File: config.mk
export PLATFORM = sky130hd
export DESIGN_NAME = tfn_iter
export DESIGN_NICKNAME = d
export VERILOG_FILES = /design/src/rtl/tfn_pkg.sv /design/src/rtl/tfn_iter.sv
export SDC_FILE = /design/constraint.sdc
export NUM_CORES = 2
export LEC_CHECK = 0
export ABC_AREA = 1
export BUFFER_PORTS_ARGS = -buffer_cell sky130_fd_sc_hd__buf_2
export CORE_AREA = 2 2 555 557
export CTS_BUF_LIST = sky130_fd_sc_hd__clkbuf_8
export DETAILED_ROUTE_END_ITERATION = 7
export DIE_AREA = 0 0 557 559
export GPL_TIMING_DRIVEN = 0
export MAX_ROUTING_LAYER = met4
export SYNTH_ARGS = -nofsm -noshare
export SYNTH_HDL_FRONTEND = slang
export SYNTH_SLANG_ARGS = --single-unit
File: constraint.sdc
create_clock -name clk -period 9.7 [get_ports clk]
set_clock_uncertainty 0.15 [all_clocks]
set_input_delay 1.455 -clock clk [delete_from_list [all_inputs] [get_ports clk]]
set_output_delay 1.455 -clock clk [all_outputs]
set_load 0.01 [all_outputs]
File: src/rtl/tfn_pkg.sv
`timescale 1ns / 1ps
// ----------------------------------------------------------------------------
// tfn_pkg
// Types and widths shared by the triangle facet normal pipeline.
// ----------------------------------------------------------------------------
package tfn_pkg;

  localparam int CoordW = 16;
  localparam int EdgeW  = 17;
  localparam int ProdW  = 34;
  localparam int CrossW = 35;
  localparam int MagW   = 34;
  localparam int SqW    = 68;
  localparam int SumW   = 69;
  localparam int ResW   = 100;
  localparam int KW     = 15;
  localparam int OutW   = 16;
  localparam int FracShift = 30;
  localparam int NumIter = 15;

  typedef struct packed {
    logic signed [ResW-1:0] r;
    logic signed [ResW-1:0] p;
    logic [KW-1:0]          k;
    logic                   neg;
  } lane_t;

  typedef struct packed {
    lane_t [2:0]     lane;
    logic [SumW-1:0] s;
    logic            zero;
    logic            last;
  } iter_t;

endpackage

File: src/rtl/tfn_iter.sv
`timescale 1ns / 1ps
// ----------------------------------------------------------------------------
// tfn_iter
// One digit step of the normalizing divide for all three components.
// ----------------------------------------------------------------------------
module tfn_iter #(
  parameter int BIT = 14
) (
  input  logic          clk,
  input  logic          en,
  input  tfn_pkg::iter_t d,
  output tfn_pkg::iter_t q_r
);

  tfn_pkg::iter_t q_nxt;
  logic signed [tfn_pkg::ResW-1:0] s_ext;
  logic signed [tfn_pkg::ResW-1:0] term [3];
  logic signed [tfn_pkg::ResW-1:0] diff [3];

  always_comb begin
    q_nxt = d;
    s_ext = $signed({{(tfn_pkg::ResW - tfn_pkg::SumW){1'b0}}, d.s});
    for (int i = 0; i < 3; i++) begin
      term[i] = (d.lane[i].p <<< (BIT + 2)) + (s_ext <<< (2 * BIT + 2));
      diff[i] = d.lane[i].r - term[i];
      if (!diff[i][tfn_pkg::ResW-1]) begin
        q_nxt.lane[i].r = diff[i];
        q_nxt.lane[i].p = d.lane[i].p + (s_ext <<< (BIT + 1));
        q_nxt.lane[i].k = d.lane[i].k | tfn_pkg::KW'(1 << BIT);
      end
    end
  end

  always_ff @(posedge clk) begin
    if (en) begin
      q_r <= q_nxt;
    end
  end

endmodule

; Word level (Yosys, flattened, before mapping)
; Index checks and enable logic that the tools add are counted.
[classes]
div_mod_pow = 0
shifts = 0
mux = 3
addsub = 9
n_bitwise = 0
n_lt_le_gt_ge = 0
eq_ne = 0
reduce_logical = 0
n_mul = 0
[ops]
columns = op, n
row1 = $mux 214, 3
row2 = $add 100x100->100, 3
row3 = $add 100x85->100, 3
row4 = $sub 100x100->100, 3
[totals]
word_cells = 33
output_inout_bits = 719
ram_bits = 0
in_bits = 721
register_bits = 719
mem_count = 0
rom_bits = 0
latchBits = 0

; Logic depth before layout (Yosys ltp)
[logic_depth]
word_depth = 3
ltp_mapped = 22
ltp_nobuf = 20

; Least setup slack after synthesis
; OpenSTA, ideal clock, no wires.
[synth_timing]
path_kind = input to register
startpoint = in d[21] (netlist bit)
endpoint = reg q_r[215] (netlist bit), data pin
stages = 18
n_path_buf = 2
setup_time_ns = 0.261
t_required_ns = 9.289
t_arrival_ns = 3.767
setup_slack_ns = 5.521
cell_sequence = inv_1 > fa_1 > ha_1 > nand2_1 > nor2_1 > inv_1 > nor2_2 > nand2_1 > nand2_1 > nand2_1 > nand2_1 > nand2_1 > nand3_1 > nand2_1 > nand2_2 > buf_6 > buf_2 > o21ai_0
[synth_lines]
columns = item, line
row1 = "start, declared", tfn_iter.sv:11  ; input tfn_pkg::iter_t d,
row2 = "end signal, assigned", tfn_iter.sv:36  ; q_r <= q_nxt;
row3 = "end, declared", tfn_iter.sv:12  ; output tfn_pkg::iter_t q_r

==> impl_metrics.yaml <==
cells_and_area:
  num-fill-cells: 34900
  largest_reg_flops: 719
  stdcell_area_um2: 93400
  layout-drive-gt1-share_pct: 12.6
  regArea_um2: 21600
  multi_input_area_um2: 46300
  nNetsFinal: 15400
  largest_register: "q_r"
  syn2layout_area_growth_pct: 20.2
  largestRegisters: "q_r x719"
global_route:
  grt_start_max_net_pins: 114
  grt_usage_pct: 36.0
  grt_pass1_wl_um: 729000
  grt-ovfl-total: 0
  antenna_found_initial: 176
  grt_pass1_vias: 83300
timing:
  setup_viol: 0
  drv_slew: 4
  worst_slack_ns: 2.91
  max_freq_mhz: 147
  max-slew-margin-rel_pct: -4.08
  period_share_pct: 70.0
  grt_setup_unrepaired: "no"
  worstMarginPinSlew_ns: 1.56
  finalCriticalPeriod_ns: 6.79
  hold_viol: 0
logic_synthesis:
  synth_warnings: 0
  synthFlopType: "edfxtp_1"
  ys_types: 39
  netlist.area_leader.share_pct: 27.8
  syn_avg_cell_area_um2: 6.26
  synth_area_leaders: "edfxtp_1, nand2_1, inv_1"
  synthArstFlopShare_pct: 0
  synth_edf_count: 719
  syn_inst: 12400
  yosysSeqAreaShare_pct: 27.8
  syn_area_um2: 77700
  synth.net_count: 13800
  netlist_top_cells_count: "nand2_1, inv_1, nor2_1"
  yosysMostFrequentCell: "nand2_1"
  synth_seq_cells: 719
  synth.largest_area_cell: "edfxtp_1"
critical_path:
  start_kind: "input pin"
  arrival_ns: 7.28
  endpoint_kind: "flip-flop"
  critPathLaunch: "d[50]"
  crit_type: "input pin to flip-flop"
  path_max_fanout: 10
  cp.required_ns: 10.20
placed_design:
  gp_congestion: 1.07
  io_buffer_count: 1403
  dpl.hpwl_um: 490000
  dp_slack_ns: 2.19
  placed_area_um2: 90100
clock_network:
  post_cts_resized: 0
  ctsHtreeMaxLevel: 4
  cts_hold_buf: 0
  cts_buffers: 149
  clock-sinks: 719
  clk_pin_slew_worst_paths_ns: 0.06
  root_buffer: "clkbuf_8"
  cts_tree: "done"
  post_cts_buffers: 0
  cts.path.max_buffers: 4
hold_path:
  worstHoldPathType: "input pin to flip-flop"
  hold_depth: 1
  holdCritStartpoint: "d[624]"
  worstHoldEndpoint: "q_r[624]"
outcome:
  status: "finished with violations"
  violations: "design-rule violations, max-capacitance violations, max-slew violations"
power_and_ir_drop:
  p_leak_nw: 50.3
  power_density_nw_per_um2: 189
  max-vdd-ir-drop_mv: 0.125
  finalPower_mw: 17.7
detailed_routing:
  vias_per_cell: 4.86
  ant_nets: 0
  vias: 89000
  drc: 4
  drt_pass1_iterations: 8
  wl_um: 565000
  wl_per_cell_um: 30.8
  wl_met3_um: 48400
  maxUsedRoutingLayer: "met4"
  drt-met1-wl_um: 234000
  drt_iter0_drc: 9657
  wl_met2_um: 237000
floorplanning:
  die_height_um: 559
  die-width_um: 557
  initial_utilization_pct: 25.5
  rows: 203
  die_area_um2: 311000
  ios: 1440
  coreArea_um2: 305000
flow_run:
  max-cap-violations: 2
logic make-up after synthesis:
| group | Yosys count | synth area share, % |
|---|---|---|
| buf+inv | 2535 | 12.7 |
| simple gates | 7259 | 36.6 |
| xor+xnor | 302 | 3.40 |
| compound gates | 887 | 6.05 |
| fa+ha+maj | 711 | 13.5 |
| flops | 719 | 27.8 |
report_power, final:
part / internal, mW / switching (mW) / total, mW / leakage [nW]
sequential: 4.34 / 0.278 / 4.62 / 7.01
clock: 1.85 / 1.67 / 3.51 / 1.66
combinational: 2.50 / 7.03 / 9.52 / 41.6
total: 8.68 / 8.97 / 17.7 / 50.3
layout make-up:
| class | instances | area share [%] |
|---|---|---|
| diodes | 126 | 0.337 |
| inverters | 2391 | 9.60 |
| flip-flops and latches | 719 | 23.1 |
| multi-input cells | 9159 | 49.5 |
| well taps | 4100 | 5.49 |
| clock buffers | 151 | 2.22 |
| repair buffers | 1410 | 7.73 |
| plain buffers | 144 | 0.983 |
| clock inverters | 118 | 1.01 |
layer usage:
layer	vias up	global-route usage, %
met5	-	-
met4	0	25.5
met3	1052	7.84
met2	4532	51.8
met1	42200	44.3
li1	41200	-
placed cells by master, fill, tap and decap left out, drive strengths merged, types with 16 or more instances in the layout:
| cell type | n |
|---|---|
| nand2 | 5341 |
| inv | 2428 |
| buf | 1514 |
| nor2 | 1221 |
| edfxtp | 719 |
| ha | 501 |
| a21oi | 495 |
| nand3 | 464 |
| o21ai | 284 |
| fa | 210 |
| xor2 | 197 |
| clkbuf | 191 |
| diode | 126 |
| xnor2 | 105 |
| nor3 | 99 |
| o21bai | 75 |
| nand4 | 63 |
| clkinv | 61 |
| nand3b | 34 |
| and2 | 16 |
metrics by stage:
| step | utilization (%) | cells | hold WS [ns] | setup TNS, ns |
|---|---|---|---|---|
| after floorplan | - | 12400 | 1.40 | 0 |
| after global placement | 29.5 | 17900 | 1.47 | -3784.69 |
| after detailed placement | 29.5 | 17900 | 1.48 | 0 |
| after CTS | 30.5 | 18200 | 0.392 | 0 |
| after global routing | 30.6 | 18300 | 0.426 | 0 |
| final | 30.6 | 18300 | 0.470 | 0 |
worst max-delay path by stage:
stage               cells after the start       end  slack (ns)
floorplan                              18  q_r[215]        5.52
global placement                        1  q_r[203]       -5.59
detailed placement                     16  q_r[248]        2.19
CTS                                    16  q_r[248]        3.22
global route                           15  q_r[121]        3.01
finish                                 16  q_r[248]        2.91
worst max-delay path, stage by stage:
cell and delay, ns:
buf_2 0.60, inv_1 0.95, fa_1 0.73, ha_1 0.42, nand2_1 0.15, nor2_2 0.18
inv_2 0.07, nor3_4 0.19, nand2_2 0.13, nor2_2 0.15, nand3_1 0.24, nand4_1 0.26
nand2_2 0.26, buf_6 0.30, buf_2 0.30, o21ai_0 0.82
(Power assumes the default switching activity.)
